**src/assert_macros.svh**
```systemverilog
// Assertion macros shared by the region-mean RTL.
`ifndef ASSERT_MACROS_SVH
`define ASSERT_MACROS_SVH

// Condition must never be true outside reset.
`define ASSERT_NEVER(label, clk, rst_n, cond, msg) \
  label: assert property (@(posedge clk) disable iff (!rst_n) !(cond)) else $error(msg);

// Antecedent implies consequent in the same cycle.
`define ASSERT_IMPLIES(label, clk, rst_n, ante, cons, msg) \
  label: assert property (@(posedge clk) disable iff (!rst_n) (ante) |-> (cons)) else $error(msg);

// Antecedent implies consequent in the next cycle.
`define ASSERT_NEXT(label, clk, rst_n, ante, cons, msg) \
  label: assert property (@(posedge clk) disable iff (!rst_n) (ante) |=> (cons)) else $error(msg);

`endif

```
**src/gbrm_pkg.sv**
```systemverilog
// Types and constants of the region-mean block.
package gbrm_pkg;

  localparam int REQ_W       = 2;
  localparam int REGION_W    = 10;
  localparam int VALUE_W     = 32;
  localparam int CFG_W       = 11;
  localparam int COUNT_OUT_W = 16;
  localparam int CNT_EXT_W   = 32;
  localparam int EXT_W       = 17;
  localparam int QUEUE_DEPTH = 2;
  localparam int QPTR_W      = $clog2(QUEUE_DEPTH);
  localparam int QCNT_W      = $clog2(QUEUE_DEPTH + 1);

  localparam logic [REQ_W-1:0] REQ_CLEAR = 2'd0;
  localparam logic [REQ_W-1:0] REQ_ACCUM = 2'd1;
  localparam logic [REQ_W-1:0] REQ_READ  = 2'd2;

  localparam logic [CFG_W-1:0]   CFG_RESET = 11'd1024;
  localparam logic [VALUE_W-1:0] MEAN_MAX  = 32'h7FFF_FFFF;
  localparam logic [VALUE_W-1:0] MEAN_MIN  = 32'h8000_0000;

  // Work kinds handed from the front to the back.
  typedef enum logic [1:0] {
    OP_CLEAR = 2'd0,
    OP_ACCUM = 2'd1,
    OP_READ  = 2'd2,
    OP_MISS  = 2'd3
  } op_kind_t;

  typedef struct packed {
    op_kind_t                    kind;
    logic [REGION_W-1:0]         region;
    logic signed [VALUE_W-1:0]   value;
  } op_t;

  typedef struct packed {
    logic valid;
    op_t  op;
  } queue_head_t;

endpackage

```
**src/gbrm_queue.sv**
```systemverilog
// Short FIFO of classified work between the front end and the table engine.
`include "assert_macros.svh"

module gbrm_queue (
  input  logic                   clk,
  input  logic                   rst_n,
  input  logic                   push,
  input  gbrm_pkg::op_t          push_op,
  input  logic                   pop,
  output logic                   full,
  output gbrm_pkg::queue_head_t  head
);
  import gbrm_pkg::*;

  op_t               slot_r [QUEUE_DEPTH];
  logic [QPTR_W-1:0] wr_ptr_r, wr_ptr_nxt;
  logic [QPTR_W-1:0] rd_ptr_r, rd_ptr_nxt;
  logic [QCNT_W-1:0] cnt_r, cnt_nxt;

  assign full       = cnt_r == QCNT_W'(QUEUE_DEPTH);
  assign head.valid = cnt_r != '0;
  assign head.op    = slot_r[rd_ptr_r];

  always_comb begin
    wr_ptr_nxt = wr_ptr_r;
    rd_ptr_nxt = rd_ptr_r;
    cnt_nxt    = cnt_r;
    if (push) begin
      wr_ptr_nxt = (wr_ptr_r == QPTR_W'(QUEUE_DEPTH - 1)) ? '0 : wr_ptr_r + 1'b1;
    end
    if (pop) begin
      rd_ptr_nxt = (rd_ptr_r == QPTR_W'(QUEUE_DEPTH - 1)) ? '0 : rd_ptr_r + 1'b1;
    end
    if (push && !pop) begin
      cnt_nxt = cnt_r + 1'b1;
    end else if (pop && !push) begin
      cnt_nxt = cnt_r - 1'b1;
    end
  end

  always_ff @(posedge clk) begin
    if (!rst_n) begin
      wr_ptr_r <= '0;
      rd_ptr_r <= '0;
      cnt_r    <= '0;
    end else begin
      wr_ptr_r <= wr_ptr_nxt;
      rd_ptr_r <= rd_ptr_nxt;
      cnt_r    <= cnt_nxt;
    end
  end

  always_ff @(posedge clk) begin
    if (push) begin
      slot_r[wr_ptr_r] <= push_op;
    end
  end

  `ASSERT_NEVER(a_push_when_full, clk, rst_n, push && full, "push into full queue")
  `ASSERT_NEVER(a_pop_when_empty, clk, rst_n, pop && !head.valid, "pop from empty queue")

endmodule

```
**config.mk**
```make
export PLATFORM = sky130hd
export DESIGN_NAME = gbrm_queue
export DESIGN_NICKNAME = d
export VERILOG_FILES = /design/src/gbrm_pkg.sv /design/src/gbrm_queue.sv
export VERILOG_INCLUDE_DIRS = /design/src /design/src/src
export SDC_FILE = /design/constraint.sdc
export NUM_CORES = 1
export LEC_CHECK = 0
export ABC_AREA = 1
export BUFFER_PORTS_ARGS = -buffer_cell sky130_fd_sc_hd__buf_2
export CORE_MARGIN = 2
export CORE_UTILIZATION = 29
export CTS_BUF_LIST = sky130_fd_sc_hd__clkbuf_2
export CTS_CLUSTER_SIZE = 25
export DETAILED_ROUTE_END_ITERATION = 10
export PLACE_DENSITY = 0.53
export SYNTH_ARGS = -nofsm -noshare
export SYNTH_HDL_FRONTEND = slang
export SYNTH_SLANG_ARGS = --single-unit
```
**constraint.sdc**
```tcl
create_clock -name clk -period 3.6 [get_ports clk]
set_input_delay 0.54 -clock clk [delete_from_list [all_inputs] [get_ports clk]]
set_output_delay 0.54 -clock clk [all_outputs]
set_load 0.05 [all_outputs]
```
==> Word level (Yosys, flattened, before mapping) <==
Memory sizes are Yosys's and may differ from the RTL's. A register that Yosys moved wholly into a read port is not among the register bits.
Cells that the tools add are included.
{ "totals": {"ff_bits": 4, "ramBits": 88, "input_bits": 48, "output_inout_bits": 46, "word_cells": 23, "memories": 1} }
{ "memory_table": {"columns": ["memory", "depth", "width", "read_ports", "rd_clocked_by_memory_dff", "wr", "line_no", "rtl"], "rows": [
  ["slot_r", 2, 44, 1, 1, 1, "gbrm_queue.sv:15", "op_t slot_r [QUEUE_DEPTH];"]
]} }
{ "classes": {"addsub": 4, "n_eq_ne": 1, "mux": 8, "n_reduce_logical": 6} }
{ "op_table": {"columns": ["operator", "n"], "rows": [
  ["two-way mux 1 bit", 6],
  ["two-way mux 2 bit", 2],
  ["nonzero test 2 bit", 2],
  ["adder 1 bit, second input constant", 2],
  ["adder 2 x 1 -> 2 bit, second input constant", 1],
  ["== test 2 bit, second input constant", 1],
  ["logical AND 1 bit", 2],
  ["zero test 1 bit", 2],
  ["subtractor 2 x 1 -> 2 bit, second input constant", 1]
]} }

==> Logic depth before layout (Yosys ltp) <==
{ "logic_depth": {"ltp_word": 4, "depth_mapped": 8, "depth_no_buf": 8} }

==> Worst setup path before layout <==
Ideal clock, no wire load.
{ "synth_path": {"path_type": "input -> register", "from": "in push", "to": "mem slot_r[0][0] (netlist name), enable pin", "setup_time_ns": 0.447, "t_arrival_ns": 2.430, "required_time_ns": 3.153, "path_slack_ns": 0.724, "path_stages": 2, "path_buffers": 0, "path_cell_list": "inv_1 -> nor2_1"} }
{ "synth_between": {"elab_chain_len": 2} }
{ "synth_lines": {"columns": ["element", "line_no", "rtl"], "rows": [
  ["from (decl)", "gbrm_queue.sv:7", "input logic push,"],
  ["two-way mux 1 bit", "gbrm_queue.sv:54", "if (push) begin"],
  ["two-way mux 1 bit (not written as such)", "gbrm_queue.sv:55", "slot_r[wr_ptr_r] <= push_op;"],
  ["to (decl)", "gbrm_queue.sv:15", null]
]} }
Every way passes these cells.

==> metrics.md <==
| Metric | Value |
|---|---|
| Outcome | `finished clean` |
| Nets | `321` |
| Most common cell in the synthesized netlist | `edfxtp_1` |
| Final wirelength | `6118 µm` |
| Post-DP HPWL | `3849 µm` |
| # Max-Cap Violations | `0` |
| Die area | `13,350 µm²` |
| NetSw | `619.7 µW` |
| Synth area leader | `edfxtp_1` |
| Post_cts resized | `0` |
| Remaining DRCs | `0` |
| Top FF cell, synth | `edfxtp_1` |
| Yosys reg bits | `93` |
| Top cells by area, synth | `edfxtp_1, mux2_4, dfxtp_1` |
| Register Area | `2746 µm²` |
| Critical Path End Type | `output port` |
| Post-synth EDFFs | `88` |
| Switching Share | `27.85%` |
| Average size of a mapped cell | `20.97 µm²` |
| Final setup margin | `895.3 ps` |
| Clk sinks | `93` |
| Die Y | `115.5 µm` |
| PortBufs | `93` |
| Total CTS buffers | `9` |
| Clock root buffer | `clkbuf_2` |
| Placer's final routability congestion estimate | `0.6771` |
| Crit-path max FO | `44` |
| Post-synthesis sequential area ratio | `76.03%` |
| Final Hold Fails | `0` |
| GR Util All Layers | `9.985%` |
| Gate Count Post-Synth | `172` |
| CTS tree | `built` |
| Post-Place Worst Slack | `1488 ps` |
| Worst path required time | `3060 ps` |
| Share of layout cells above drive strength 1 | `56.68%` |
| Vias in the first global route | `1,905` |
| Avg WL per Cell | `13.75 µm` |
| Hold_buf cts | `0` |
| Pin count of the biggest net entering global routing | `45` |
| Via density per instance | `3.998` |
| # IOs | `94` |
| Die width | `115.5 µm` |
| Part of the power in registers | `57.7%` |
| Synth-to-layout area growth | `20.33%` |
| Ant. Diodes | `0` |
| Internal power | `1.606 mW` |
| Via count | `1,779` |
| Post-synth net total | `221` |
| Overflow after GRT | `0` |
| Clock group share of total power | `25.5%` |
| Worst Path Arrival | `2160 ps` |
| Comb pwr share | `16.8%` |
| Antenna-violating nets left | `0` |
| H-tree levels | `3` |
| Fmax achieved | `369.7 MHz` |
| Setup_tns | `0 ps` |
| Peak VDD IR | `244.6 µV` |
| Synth top area share | `73.26%` |
| Most frequent cells after synthesis | `edfxtp_1, mux2_4, nand2_1` |
| RSZ-0062 raised after global routing | `no` |
| Hold WS | `137.8 ps` |
| Multi-input logic area | `750.7 µm²` |
| Asr flop ratio synth | `0%` |
| Setup Fix Bufs, Post-CTS | `0` |
| Setup-failing EPs final | `0` |
| Leak | `1.738 nW` |
| Hold crit path type | `input port to register` |
| Row count | `40` |
| Period utilisation layout | `75.13%` |
| Initial DRC count | `65` |
| Number of fill cells | `1,155` |
| Startpoint types | `register` |
| Core Box Area | `12,060 µm²` |
| CP Class | `register to output port` |
| Max_slew headroom | `31.43%` |
| Slew @ Worst Pin | `1029 ps` |
| PwrDens | `512.7 nW/µm²` |
| Minimum clock period | `2705 ps` |
| 1st-pass router iterations | `4` |
| Synth cell types | `14` |
| Synth Cell Area | `3607 µm²` |
| Antenna violations before repair | `1` |
| Synth warn | `0` |
| Final Skew | `9.825 ps` |
| Fin. max-slew vios | `0` |
| First-pass GRT wire length | `9597 µm` |
| Clock Latency Late Sink | `560 ps` |
| Clock Tree Buf Depth | `2` |
| Starting density of the core | `29.91%` |
| Clk slew on worst S/H paths | `230 ps` |
[kinds of logic (layout without fill, tap and decap cells)]
kind of cell / after synthesis / in the layout / synth area share, %
adder cells (fa/ha/maj): 1 / 1 / 0.3468
AND/OR/NAND/NOR: 19 / 19 / 2.081
flip-flops: 93 / 93 / 76.03
multiplexers: 44 / 44 / 17.90
AO/OA/AOI/OAI: 2 / 2 / 0.2772
buffers and inverters: 13 / 118 / 3.365
[layout by cell type, fill, tap and decap left out]
| master | count |
|---|---|
| a21oi_1 | 1 |
| inv_1 | 7 |
| clkbuf_2 | 11 |
| buf_4 | 1 |
| mux2_2 | 4 |
| edfxtp_1 | 88 |
| bufinv_16 | 2 |
| clkinv_2 | 3 |
| nor2_1 | 7 |
| nand4_1 | 1 |
| dfxtp_1 | 4 |
| nand3_1 | 1 |
| buf_2 | 93 |
| o21ai_0 | 1 |
| inv_2 | 1 |
| dfxtp_4 | 1 |
| nand2_1 | 9 |
| mux2_4 | 40 |
| ha_1 | 1 |
| nor2_4 | 1 |
[per-layer routing]
| layer | share of wire, % | routed length (µm) | global-route usage, % | vias up |
|---|---|---|---|---|
| met5 | 0.26 | 16 | 0 | - |
| met4 | 2.6 | 161 | 6.506 | 2 |
| met3 | 6.5 | 395 | 4.132 | 14 |
| met2 | 49 | 2983 | 16.26 | 56 |
| met1 | 42 | 2562 | 10.70 | 859 |
| li1 | - | - | - | 848 |
[layout make-up]
cell class                 instances  area share [%]
clock inverter                     5           1.730
inverter                           8          0.6918
timing repair buffer              94           10.90
sequential                        93           63.27
multi-input combinational         66           17.30
tap                              168           4.843
clock buffer                      11           1.268
[path summary, 6_finish.rpt]
check / from / endpoint / slack (ps) / cells past startpoint
worst max-delay path: register / head[29] / 900 / 2
worst min-delay path: push_op[39] / slot_r[0][39] / 140 / 1
worst max register to register: wr_ptr_r / slot_r[0][27] / 1900 / 2
worst min register to register: rd_ptr_r / register / 540 / 3
[critical path: stages (launching register included)]
cell and delay, ps:
dfxtp_4 950, mux2_2 410, buf_2 210
[through the flow]
stage / total power, mW / std cells / cell area (µm²) / utilization, %
global placement: 1.684 / 429 / 4210 / 34.91
floorplan: 1.606 / 172 / 3607 / -
finish: 2.225 / 445 / 4340 / 35.99
CTS: 2.272 / 445 / 4340 / 35.99
global route: 2.333 / 445 / 4340 / 35.99
detailed placement: 1.690 / 429 / 4210 / 34.91
[flip-flops by register name, summed over array words and instances, names as in the netlist, named ones only]
signal    flops
slot_r       88
wr_ptr_r      1
cnt_r         2
rd_ptr_r      1
[power groups by stage]
| stage | registers [mW] | logic (mW) | clock network (mW) |
|---|---|---|---|
| final | 1.28 | 0.374 | 0.568 |
| after global routing | 1.29 | 0.397 | 0.644 |
| after CTS | 1.29 | 0.381 | 0.606 |
| after detailed placement | 1.31 | 0.380 | 0 |
| after global placement | 1.31 | 0.376 | 0 |
| after floorplan | 1.29 | 0.321 | 0 |
Note: power is estimated with default switching activity, not from simulation.
