$ cat src/assert_macros.svh
// Assertion macros shared by the region-mean RTL.
`ifndef ASSERT_MACROS_SVH
`define ASSERT_MACROS_SVH

// Condition must never be true outside reset.
`define ASSERT_NEVER(label, clk, rst_n, cond, msg) \
  label: assert property (@(posedge clk) disable iff (!rst_n) !(cond)) else $error(msg);

// Antecedent implies consequent in the same cycle.
`define ASSERT_IMPLIES(label, clk, rst_n, ante, cons, msg) \
  label: assert property (@(posedge clk) disable iff (!rst_n) (ante) |-> (cons)) else $error(msg);

// Antecedent implies consequent in the next cycle.
`define ASSERT_NEXT(label, clk, rst_n, ante, cons, msg) \
  label: assert property (@(posedge clk) disable iff (!rst_n) (ante) |=> (cons)) else $error(msg);

`endif

$ cat src/gbrm_pkg.sv
// Types and constants of the region-mean block.
package gbrm_pkg;

  localparam int REQ_W       = 2;
  localparam int REGION_W    = 10;
  localparam int VALUE_W     = 32;
  localparam int CFG_W       = 11;
  localparam int COUNT_OUT_W = 16;
  localparam int CNT_EXT_W   = 32;
  localparam int EXT_W       = 17;
  localparam int QUEUE_DEPTH = 2;
  localparam int QPTR_W      = $clog2(QUEUE_DEPTH);
  localparam int QCNT_W      = $clog2(QUEUE_DEPTH + 1);

  localparam logic [REQ_W-1:0] REQ_CLEAR = 2'd0;
  localparam logic [REQ_W-1:0] REQ_ACCUM = 2'd1;
  localparam logic [REQ_W-1:0] REQ_READ  = 2'd2;

  localparam logic [CFG_W-1:0]   CFG_RESET = 11'd1024;
  localparam logic [VALUE_W-1:0] MEAN_MAX  = 32'h7FFF_FFFF;
  localparam logic [VALUE_W-1:0] MEAN_MIN  = 32'h8000_0000;

  // Work kinds handed from the front to the back.
  typedef enum logic [1:0] {
    OP_CLEAR = 2'd0,
    OP_ACCUM = 2'd1,
    OP_READ  = 2'd2,
    OP_MISS  = 2'd3
  } op_kind_t;

  typedef struct packed {
    op_kind_t                    kind;
    logic [REGION_W-1:0]         region;
    logic signed [VALUE_W-1:0]   value;
  } op_t;

  typedef struct packed {
    logic valid;
    op_t  op;
  } queue_head_t;

endpackage

$ cat src/gbrm_channels.sv
// Valid/ready channel interfaces for request and result transactions.
interface gbrm_in_if;
  import gbrm_pkg::*;
  logic                      valid;
  logic                      ready;
  logic [REQ_W-1:0]          req_type;
  logic [REGION_W-1:0]       region_index;
  logic signed [VALUE_W-1:0] cell_value;
  modport source(output valid, req_type, region_index, cell_value, input ready);
  modport sink(input valid, req_type, region_index, cell_value, output ready);
endinterface


$ cat src/gbrm_front.sv
// Request front end: accept, range-check and classify request transactions.
module gbrm_front #(
  parameter int AW = 10
) (
  gbrm_in_if.sink            in_ch,
  input  logic [AW:0]        active_n,
  input  logic               init_busy,
  input  logic               q_full,
  output logic               push,
  output gbrm_pkg::op_t      push_op
);
  import gbrm_pkg::*;

  logic [EXT_W-1:0] region_ext;
  logic [EXT_W-1:0] limit_ext;
  logic             in_range;
  logic             take;

  assign region_ext  = EXT_W'(in_ch.region_index);
  assign limit_ext   = EXT_W'(active_n);
  assign in_range    = region_ext < limit_ext;
  assign in_ch.ready = !q_full && !init_busy;
  assign take        = in_ch.valid && in_ch.ready;

  always_comb begin
    push_op.region = in_ch.region_index;
    push_op.value  = in_ch.cell_value;
    push_op.kind   = OP_CLEAR;
    push           = 1'b0;
    case (in_ch.req_type)
      REQ_CLEAR: begin
        push_op.kind = OP_CLEAR;
        push         = take;
      end
      REQ_ACCUM: begin
        // drop accumulates to regions outside the table in use
        push_op.kind = OP_ACCUM;
        push         = take && in_range;
      end
      REQ_READ: begin
        push_op.kind = in_range ? OP_READ : OP_MISS;
        push         = take;
      end
      default: begin
        push = 1'b0;
      end
    endcase
  end

endmodule

$ cat src/flat_wrapper.sv
// flat-port wrapper written by rule: the top's interface ports become plain ports
module gbrm_front_flat import gbrm_pkg::*;
#(
  parameter int AW = 10
)
  (active_n, init_busy, q_full, push, push_op, in_ch_valid, in_ch_req_type, in_ch_region_index, in_ch_cell_value, in_ch_ready);
  gbrm_in_if in_ch_i ();
  input  logic [AW:0] active_n;
  input  logic init_busy;
  input  logic q_full;
  output logic push;
  output gbrm_pkg::op_t push_op;
  input wire logic [$bits(in_ch_i.valid)-1:0] in_ch_valid;
  input wire logic [$bits(in_ch_i.req_type)-1:0] in_ch_req_type;
  input wire logic [$bits(in_ch_i.region_index)-1:0] in_ch_region_index;
  input wire logic [$bits(in_ch_i.cell_value)-1:0] in_ch_cell_value;
  output wire logic [$bits(in_ch_i.ready)-1:0] in_ch_ready;
  assign in_ch_i.valid = in_ch_valid;
  assign in_ch_i.req_type = in_ch_req_type;
  assign in_ch_i.region_index = in_ch_region_index;
  assign in_ch_i.cell_value = in_ch_cell_value;
  assign in_ch_ready = in_ch_i.ready;
  gbrm_front #(.AW(AW)) u_core (.in_ch(in_ch_i), .active_n(active_n), .init_busy(init_busy), .q_full(q_full), .push(push), .push_op(push_op));
endmodule
$ cat config.mk
export PLATFORM = sky130hd
export DESIGN_NAME = gbrm_front_flat
export DESIGN_NICKNAME = d
export VERILOG_FILES = /design/src/assert_macros.svh /design/src/gbrm_pkg.sv /design/src/gbrm_channels.sv /design/src/gbrm_front.sv /design/src/flat_wrapper.sv
export SDC_FILE = /design/constraint.sdc
export NUM_CORES = 1
export LEC_CHECK = 0
export ABC_AREA = 1
export BUFFER_PORTS_ARGS = -buffer_cell sky130_fd_sc_hd__buf_2
export CAP_MARGIN = 20
export CORE_UTILIZATION = 28
export DETAILED_ROUTE_END_ITERATION = 16
export PLACE_DENSITY = 0.8
export RECOVER_POWER = 100
export SYNTH_ARGS = -nofsm -noshare
export SYNTH_HDL_FRONTEND = slang
export SYNTH_SLANG_ARGS = --single-unit
$ cat constraint.sdc
create_clock -name vclk -period 1
set_input_delay 0.15 -clock vclk [all_inputs]
set_output_delay 0.15 -clock vclk [all_outputs]
set_load 0.02 [all_outputs]
# Word-level counts from Yosys, hierarchy flattened

Index checks and enable logic that the tools add are counted.

Input port bits: 58
Output and inout bits: 46
Register bits: 0
Logic and storage cells: 13

Reductions and logical operators: 7
Eq/ne operators: 2
Order comparisons: 1
Muxes and demuxes: 3

Operators by type and width:

| cell               | count |
|---|---|
| $lt 10x11->1       | 1 |
| $pmux 2 s2         | 1 |
| $logic_and 1x1->1  | 3 |
| $eq 2x1->1 const B | 1 |
| $eq 2x2->1 const B | 1 |
| $logic_not 1->1    | 2 |
| $logic_not 2->1    | 1 |
| $pmux 1 s2         | 1 |
| $reduce_or 2->1    | 1 |
| $mux 1             | 1 |

# Logic depth before layout (Yosys ltp)

Gate-level depths: netlist of the first run.

Depth in word-level cells: 5
Depth in mapped cells: 10
Depth with buffers taken out: 10

# Worst setup path before layout of the first run

No wires, ideal clock.

Kind: input -> output
From: input port active_n[6]
To: output port push
Buffers on the path: 0
Stages: 9
Data required time: 850 ps
Arrival: 1,146 ps
Path slack: -296 ps
Path through: inv_1 ha_1 nand2_1 inv_2 nand2_1 nand2_1 nand2_1 nand4_1 a21oi_1

Word-level cells in the longest chain between the ends: 3

Ends and longest elaborated chain:

| item               | RTL line           | RTL |
|---|---|---|
| start: declaration | flat_wrapper.sv:8  | `input logic [AW:0] active_n;` |
| $lt 10x11->1       | gbrm_front.sv:21   | `assign in_range = region_ext < limit_ext;` |
| $logic_and 1x1->1  | gbrm_front.sv:38   | `push = take && in_range;` |
| $pmux 1 s2         | gbrm_front.sv:30   | `case (in_ch.req_type)` |
| end: declaration   | flat_wrapper.sv:11 | `output logic push;` |

Every way passes these cells.

==> results of run 1 <==
-- layer usage --
| layer | vias up | share of wire (%) | GRT usage (%) |
|---|---|---|---|
| met5 | - | 0 | 0 |
| met4 | 0 | 9.6 | 10.09 |
| met3 | 14 | 11 | 1.159 |
| met2 | 39 | 47 | 16.88 |
| met1 | 240 | 33 | 9.354 |
| li1 | 288 | - | - |
-- cell usage in the layout, fill, tap and decap left out, types with 2 or more instances in the layout --
cell and n:
inv_1 10, ha_4 10, buf_6 13, ha_1 3
buf_2 13, nor2_2 2, buf_4 4, nand2_2 13
nand2_1 5, a21oi_2 4, inv_4 2, nor2_1 4
inv_2 11, clkbuf_1 11
-- area by class of cell --
class,count,area (sq um),share of cell area (%)
inverter,24,102.6,11.02
multi-input combinational,45,490.5,52.69
tap,28,35.03,3.763
timing repair buffer,43,302.8,32.53
-- metrics by stage --
stage               power [W]  setup slack (ns)
global route        0.0004401           -0.4325
detailed placement  0.0003066           -0.5129
global placement    0.0002994           -0.4786
CTS                 0.0003436           -0.4553
finish              0.0003968           -0.3699
floorplan           0.0003933           -0.2005
-- logic make-up (layout without fill, tap and decap cells) --
kind of cell               after synthesis  after routing  synth area share, %
buffers and inverters                   66             67                57.14
and+or+nand+nor                         27             27                15.34
adders and majority gates               13             13                22.93
AOI/OAI and AO/OA                        5              5                4.585
-- worst max-delay path by stage --
| stage | startpoint | cells after the start | slack, ns | endpoint |
|---|---|---|---|---|
| after floorplan | active_n[2] | 7 | -0.20 | push |
| after global placement | active_n[7] | 12 | -0.48 | push_op[42] |
| after detailed placement | active_n[7] | 12 | -0.51 | push_op[42] |
| after CTS | active_n[7] | 12 | -0.46 | push_op[42] |
| after global routing | in_ch_region_index[6] | 11 | -0.43 | push_op[42] |
| final | in_ch_region_index[3] | 11 | -0.37 | push_op[42] |
-- what timing repair did --
item,4_1_cts,5_1_grt
buffers inserted,0,0
gates resized for setup,18,33
hold buffers,0,0
pin swaps,5,25
endpoints found under the setup margin,2,3
-- power by group through the flow --
stage | logic, W | clock network (W) | registers (W)
final | 0.000397 | 0 | 0
after detailed placement | 0.000307 | 0 | 0
after floorplan | 0.000393 | 0 | 0
after global placement | 0.000299 | 0 | 0
after global routing | 0.000440 | 0 | 0
after CTS | 0.000344 | 0 | 0
-- worst max-delay path: cells and delay by family --
kind	cells	cell delay, ns
compound gates	1	0.13
fa+ha+maj	1	0.26
simple gates	6	0.40
buf+inv	3	0.29
==> run metrics, run 1 <==
DRC violations left 0; Final setup violation count 2; critical path's largest stage delay 0.26 ns; initial antenna violation count 0; placed cell count 140; full die area 2739 sq um; Hold Path End push_op[14]; minimum hold slack 0.3000 ns; ant diodes 0; GP Congestion 0.6590; Hold Path Class input pin to output port; largest area contributor in the synthesized netlist buf_4; share of the synthesized area in the top cell type 44.44%; Max-slew headroom 82.83%; internal power 0.0001989 W; Mapped Area 709.4 sq um; synth cell count leaders buf_4, inv_1, nand2_1, ha_1, nor2_1; syn_nets 182; DR iter-0 viols 1; max cap viols 0; worst hold start in_ch_cell_value[14]; Worst Path Required 0.85 ns; Finished Cell Area 930.9 sq um; Core ar. 2297 sq um; count of cell types in the netlist 12; worst slew pin tran 0.2586 ns; layout cell share with drive strength beyond 1 68.75%; die height 52.34 microns; Worst setup SP type input pin; total negative slack -0.7085 ns; Power Dens Cells 426.3 nW/um^2; Gate Count Post-Synth 111; failing checks negative setup slack; Clock Power Share 0%; Hold Path Cell Cnt 0; most numerous cell in the Yosys netlist buf_4; Peak VDD IR 0.0001835 V; Crit. End Element output port; Ports 104; Routed Antenna Nets 0; number of port buffers 40; main area contributors after synthesis buf_4, ha_1, inv_1; clock buf count 0; P_sw 0.0001979 W; RSZ-0062 raised after global routing yes; grt total ovfl 0; Comb pwr share 100.0%; Area growth syn-to-layout 31.22%; Non-Filler Instances 140; Flop pwr share 0%; status complete, but fails checks; Row Count 17; largest net degree at the start of global routing 4; seq_cells 0; Max Fclk 730.0 MHz; Max Slew Vio Count 0; first-pass GRT wire length 2049 microns; syn avg cell area 6.391 sq um; Initial Util 30.88%; critical-path maximum fanout 2; vias in the first global route 511; fin worst setup slack -0.3699 ns; crit path time final 1.370 ns; FF+latch area 0 sq um; # fillers 263; Post-Route WL 1452 microns; vias per cell 4.150; post-layout util 40.52%; chip width 52.34 microns; Critical Path AT 1.22 ns; Slowest-stage cell, CP ha_4; CP Class input pin to output port; DP Area 750.7 sq um; vias after detailed routing 581; Final Hold Violating Endpoints 0; most used cell, CP nand2_2; sw frac 49.86%; # nets final 185; sequential area share after synthesis 0%; Tcrit/Tclk final 137.0%; Ys Warns 0; global-route usage over all layers 9.660%; DP HPWL 1249 microns; worst-path cell chain buf_2 -> ha_4 -> nand2_2 -> inv_2 -> nand2_2 -> nor2_2 -> nand2_2 -> nand3_2 -> nand2_2 -> a21oi_4 -> buf_6; Routed wire per std cell 10.37 microns; Initial DRT Pass Iterations 2; Leakage 0.4692 nW
Power figures use the tool's default switching activity.
==> run 2: changes to the inputs <==
--- a/config.mk
+++ b/config.mk
@@ -6,11 +6,10 @@
 export NUM_CORES = 1
 export LEC_CHECK = 0
 export ABC_AREA = 1
-export BUFFER_PORTS_ARGS = -buffer_cell sky130_fd_sc_hd__buf_2
 export CAP_MARGIN = 20
-export CORE_UTILIZATION = 28
+export CORE_UTILIZATION = 40
 export DETAILED_ROUTE_END_ITERATION = 16
-export PLACE_DENSITY = 0.8
+export DONT_BUFFER_PORTS = 1
 export RECOVER_POWER = 100
 export SYNTH_ARGS = -nofsm -noshare
 export SYNTH_HDL_FRONTEND = slang
==> run 2 against run 1 <==
  * The run ends with design-rule violations, negative setup slack left
  * Worst hold slack is essentially flat
  * Utilization decreased by 5.2 points
  * Total power is 53% lower
  * Combinational power down 53%
  * Via count down 28%
  * Sequential cell count is the same
  * Critical path depth is 1 lower
  * Non-clock buffer count fell by 41
  * First-iteration DRC count increased to 10 times the previous value
  * Highest routed layer unchanged
==> run metrics, run 2 (same netlist as run 1, synthesis figures left out) <==
status complete, but fails checks (unchanged); failing checks design-rule violations, negative setup slack (was negative setup slack); max cap viols 0 (unchanged); critical path's largest stage delay 0.24 ns (was 0.26 ns); FF+latch area 0 sq um (unchanged); grt total ovfl 0 (unchanged); ant diodes 0 (unchanged); worst slew pin tran 0.2510 ns (was 0.2586 ns); commonest cells after routing, fill and taps aside inv_1, nand2_1, ha_4 (was nand2_2, buf_2, buf_6); Initial DRT Pass Iterations 11 (was 2); Max Slew Vio Count 0 (unchanged); die height 44.12 microns (was 52.34 microns); number of port buffers 0 (was 40); clock buf count 0 (unchanged); post-layout util 35.32% (was 40.52%); Slowest-stage cell, CP ha_4 (unchanged); full die area 1946 sq um (was 2739 sq um); DP Area 528.0 sq um (was 750.7 sq um); Post-Route WL 942 microns (was 1452 microns); Critical Path AT 1.11 ns (was 1.22 ns); Row Count 14 (was 17); DRC violations left 4 (was 0); Hold Path End push_op[21] (was push_op[14]); initial antenna violation count 0 (unchanged); vias in the first global route 384 (was 511); Initial Util 45.00% (was 30.88%); critical-path maximum fanout 2 (unchanged); Worst Path Required 0.85 ns (about the same); postcts setup bufs 0 (unchanged); vias per cell 4.805 (was 4.150); GP Congestion 0.5775 (was 0.6590); chip width 44.12 microns (was 52.34 microns); crit path time final 1.259 ns (was 1.370 ns); Routed wire per std cell 10.83 microns (was 10.37 microns); global-route usage over all layers 8.954% (was 9.660%); Area growth syn-to-layout -21.52% (was 31.22%); placed cell count 87 (was 140); Final Hold Violating Endpoints 0 (unchanged); # nets final 144 (was 185); Core ar. 1577 sq um (was 2297 sq um); first-pass GRT wire length 1428 microns (was 2049 microns); DR iter-0 viols 10 (was 1); Crit. End Element output port (unchanged); Max-slew headroom 83.34% (was 82.83%); layout cell share with drive strength beyond 1 33.80% (was 68.75%); most used cell, CP nand2_2 (unchanged); seq_cells 0 (unchanged); Worst setup SP type input pin (unchanged); largest net degree at the start of global routing 4 (unchanged); Non-Filler Instances 87 (was 140); vias after detailed routing 418 (was 581); Final setup violation count 2 (unchanged); Hold Path Cell Cnt 0 (unchanged); Finished Cell Area 556.8 sq um (was 930.9 sq um); Power Dens Cells 332.7 nW/um^2 (was 426.3 nW/um^2); fin worst setup slack -0.2586 ns (was -0.3699 ns); Leakage 0.2996 nW (was 0.4692 nW); Peak VDD IR 0.0001129 V (was 0.0001835 V); DP HPWL 826.1 microns (was 1249 microns); pre-CTS setup slack -0.2883 ns (was -0.5129 ns); Ports 104 (unchanged); Tcrit/Tclk final 125.9% (was 137.0%); worst-path cell chain inv_8 -> ha_4 -> inv_2 -> nor2_2 -> nand2_2 -> nor2_1 -> nand2_1 -> nand3_2 -> nand2_2 -> a21oi_4 (was buf_2 -> ha_4 -> nand2_2 -> inv_2 -> nand2_2 -> nor2_2 -> nand2_2 -> nand3_2 -> nand2_2 -> a21oi_4 -> buf_6); Hold Path Class input pin to output port (unchanged); Max Fclk 794.5 MHz (was 730.0 MHz); Routed Antenna Nets 0 (unchanged); CP Class input pin to output port (unchanged); worst hold start in_ch_cell_value[21] (was in_ch_cell_value[14]); minimum hold slack 0.3000 ns (about the same); RSZ-0062 raised after global routing yes (unchanged)
-- run 2: changes by cell type in the layout (fill, tap and decap cells not counted), sizes merged --
cell	before	now
clkbuf	12	1
clkinv	0	1
buf	31	1
inv	24	23
-- run 2: layout make-up --
cell class,instances,area [sq um]
Fill cell,171,1020
Inverter,24,100.1
Multi-Input combinational cell,45,425.4
Tap cell,16,20.02
Timing Repair Buffer,2,11.26
-- run 2: what timing repair did --
action,4_1_cts,5_1_grt
setup endpoints to repair,2,2
resized for setup,3,3
hold buffers,0,0
pin swaps,0,4
-- run 2: power by group --
part / internal [W] / switching [W] / total, W
sequential: 0 / 0 / 0
combinational: 0.0000854 / 0.0000998 / 0.000185
clock: 0 / 0 / 0
total: 0.0000854 / 0.0000998 / 0.000185
-- run 2: worst max path at each step --
| stage | startpoint | end | slack, ns | cells past startpoint |
|---|---|---|---|---|
| after floorplan | active_n[2] | push | -0.20 | 7 |
| after global placement | active_n[2] | push | -0.27 | 7 |
| after detailed placement | active_n[2] | push | -0.29 | 7 |
| after CTS | active_n[7] | push_op[42] | -0.26 | 10 |
| after global routing | active_n[7] | push_op[42] | -0.33 | 10 |
| final | active_n[7] | push_op[42] | -0.26 | 10 |
-- run 2: per-stage QoR --
| stage | TNS, ns | power, W |
|---|---|---|
| after detailed placement | -0.5611 | 0.0001767 |
| after CTS | -0.4883 | 0.0001864 |
| final | -0.4937 | 0.0001852 |
| after floorplan | -0.3794 | 0.0003933 |
| after global routing | -0.6312 | 0.0002171 |
| after global placement | -0.5171 | 0.0001724 |
-- run 2: worst max-delay path: cells and delay by family --
kind                     cells  cell delay [ns]
adder cells (fa/ha/maj)      1             0.24
AND/OR/NAND/NOR              6             0.44
AO/OA/AOI/OAI                1             0.22
buffers and inverters        2             0.04
-- run 2: per-layer routing --
metal  track usage [%]  share of wire, %  wire [microns]
met5                 0                 0               0
met4             6.061               3.3              31
met3             3.673                15             144
met2             15.59                51             477
met1             8.537                31             290
==> run 3: changes to the inputs <==
--- a/config.mk
+++ b/config.mk
@@ -11,6 +11,7 @@
 export DETAILED_ROUTE_END_ITERATION = 16
 export DONT_BUFFER_PORTS = 1
 export RECOVER_POWER = 100
+export SETUP_SLACK_MARGIN = 0.5
 export SYNTH_ARGS = -nofsm -noshare
 export SYNTH_HDL_FRONTEND = slang
 export SYNTH_SLANG_ARGS = --single-unit
==> run 3 against run 2 <==
  * Final area is 8.8% higher
  * Global-route usage rose by 0.25 points
  * Non-clock buffer count is 1 lower
  * The flow still finishes with violations (design-rule violations, negative setup slack)
  * Total power is 4.0% higher
  * Utilization up 3.1 points
  * First-iteration DRC count grew 10%
  * Sequential share of layout area stayed put
  * Via count is 0.24% higher
  * Final cell count fell by 1.1%
  * Fmax up 2.2%
  * Clock-buffer cell count stayed put
  * Die area unchanged
==> run metrics, run 3 (same netlist as run 1, synthesis figures left out) <==
worst-path cell chain inv_2 -> ha_4 -> nand2_1 -> inv_1 -> nand2_1 -> nor2_1 -> nand2_1 -> nand3_2 -> nand2_2 -> a21oi_4 (was inv_8 -> ha_4 -> inv_2 -> nor2_2 -> nand2_2 -> nor2_1 -> nand2_1 -> nand3_2 -> nand2_2 -> a21oi_4); Comb pwr share 100.0% (about the same); full die area 1946 sq um (unchanged); Area growth syn-to-layout -14.64% (was -21.52%); Flop pwr share 0% (about the same); vias in the first global route 403 (was 384); Tcrit/Tclk final 123.1% (was 125.9%); Max Fclk 812.1 MHz (was 794.5 MHz); chip width 44.12 microns (unchanged); layout cell share with drive strength beyond 1 40.00% (was 33.80%); Finished Cell Area 605.6 sq um (was 556.8 sq um); Max Slew Vio Count 0 (unchanged); Crit. End Element output port (unchanged); seq_cells 0 (unchanged); P_sw 0.00009946 W (was 0.00009983 W); Row Count 14 (unchanged); Max-slew headroom 83.15% (was 83.34%); post-layout util 38.41% (was 35.32%); DP Area 543.0 sq um (was 528.0 sq um); RSZ-0062 raised after global routing yes (unchanged); Clock Power Share 0% (about the same); Leakage 0.2985 nW (was 0.2996 nW); Critical Path AT 1.08 ns (was 1.11 ns); number of port buffers 0 (unchanged); Routed wire per std cell 11.65 microns (was 10.83 microns); WP buf/inv 2 (unchanged); commonest cells after routing, fill and taps aside nand2_1, inv_1, ha_4 (was inv_1, nand2_1, ha_4); CP delay by family, top simple AND/OR/NAND/NOR gates (unchanged); initial antenna violation count 0 (unchanged); Hold Path End push_op[20] (was push_op[21]); postcts setup bufs 0 (unchanged); FF+latch area 0 sq um (unchanged); worst slew pin tran 0.2539 ns (was 0.2510 ns); # nets final 143 (was 144); crit path time final 1.231 ns (was 1.259 ns); minimum hold slack 0.3000 ns (about the same); Worst setup SP type input pin (unchanged); critical-path maximum fanout 2 (unchanged); DR iter-0 viols 11 (was 10); status complete, but fails checks (unchanged); pre-CTS setup slack -0.2849 ns (was -0.2883 ns); Initial Util 45.00% (unchanged); Routed Antenna Nets 0 (unchanged); Power Dens Cells 318.3 nW/um^2 (was 332.7 nW/um^2); Final setup violation count 2 (unchanged); Initial DRT Pass Iterations 14 (was 11); GP Congestion 0.5937 (was 0.5775); critical path's largest stage delay 0.25 ns (was 0.24 ns); die height 44.12 microns (unchanged); Post-Route WL 1002 microns (was 942 microns); DP HPWL 881.2 microns (was 826.1 microns); ant diodes 0 (unchanged); start point of the critical path active_n[9] (was active_n[7]); vias per cell 4.872 (was 4.805); Slowest-stage cell, CP ha_4 (unchanged); sw frac 51.60% (was 53.89%); internal power 0.00009327 W (was 0.00008542 W); largest net degree at the start of global routing 4 (unchanged); most common cell after layout, fill and taps aside nand2_1; Peak VDD IR 0.0001340 V (was 0.0001129 V); CP Class input pin to output port (unchanged); failing checks design-rule violations, negative setup slack (unchanged); grt total ovfl 0 (unchanged); number of hold buffers added after cts 0 (unchanged); fin worst setup slack -0.2313 ns (was -0.2586 ns); Worst Path Required 0.85 ns (about the same); clock buf count 0 (unchanged); Hold Path Cell Cnt 0 (unchanged); first-pass GRT wire length 1462 microns (was 1428 microns); Final Hold Violating Endpoints 0 (unchanged); vias after detailed routing 419 (was 418); worst hold start in_ch_cell_value[20] (was in_ch_cell_value[21]); DRC violations left 6 (was 4); Core ar. 1577 sq um (unchanged); total negative slack -0.4539 ns (was -0.4937 ns); Hold Path Class input pin to output port (unchanged); global-route usage over all layers 9.205% (was 8.954%); max cap viols 0 (unchanged); most used cell, CP nand2_1 (was nand2_2); Ports 104 (unchanged)
[run 3: repair_timing]
item / in CTS / in global routing
cloned: 0 / 0
gates resized for setup: 11 / 3
endpoints found under the hold margin: 0 / 0
pin swaps: 5 / 5
setup endpoints to repair: 4 / 4
[run 3: power by group through the flow]
stage / Clock, W / Combinational [W] / Sequential, W
after floorplan: 0 / 0.000399 / 0
after global placement: 0 / 0.000176 / 0
after detailed placement: 0 / 0.000179 / 0
after CTS: 0 / 0.000197 / 0
after global routing: 0 / 0.000228 / 0
final: 0 / 0.000193 / 0
[run 3: how the worst max path moves through the flow]
| stage | slack, ns | depth (start not counted) | endpoint |
|---|---|---|---|
| after floorplan | -0.20 | 7 | push |
| after global placement | -0.27 | 7 | push |
| after detailed placement | -0.28 | 7 | push |
| after CTS | -0.24 | 10 | push_op[42] |
| after global routing | -0.32 | 10 | push_op[42] |
| final | -0.23 | 10 | push_op[42] |
[run 3: stage by stage]
stage | std cells | power (W)
floorplan | 111 | 0.0003987
global placement | 86 | 0.0001755
detailed placement | 86 | 0.0001790
CTS | 86 | 0.0001970
global route | 86 | 0.0002280
finish | 86 | 0.0001927
[run 3: final cells by class]
class                      count  area [sq um]
fill                         169         970.9
inverter                      24         126.4
timing repair buffer           1         3.754
tap                           16         20.02
multi-input combinational     45         455.4
[run 3: layer usage]
layer / track usage [%] / share of wire (%) / up-vias
li1: - / - / 204
met1: 6.829 / 25 / 170
met2: 19.71 / 50 / 35
met3: 2.041 / 19 / 10
met4: 6.061 / 5.8 / 0
met5: 0 / 0 / -
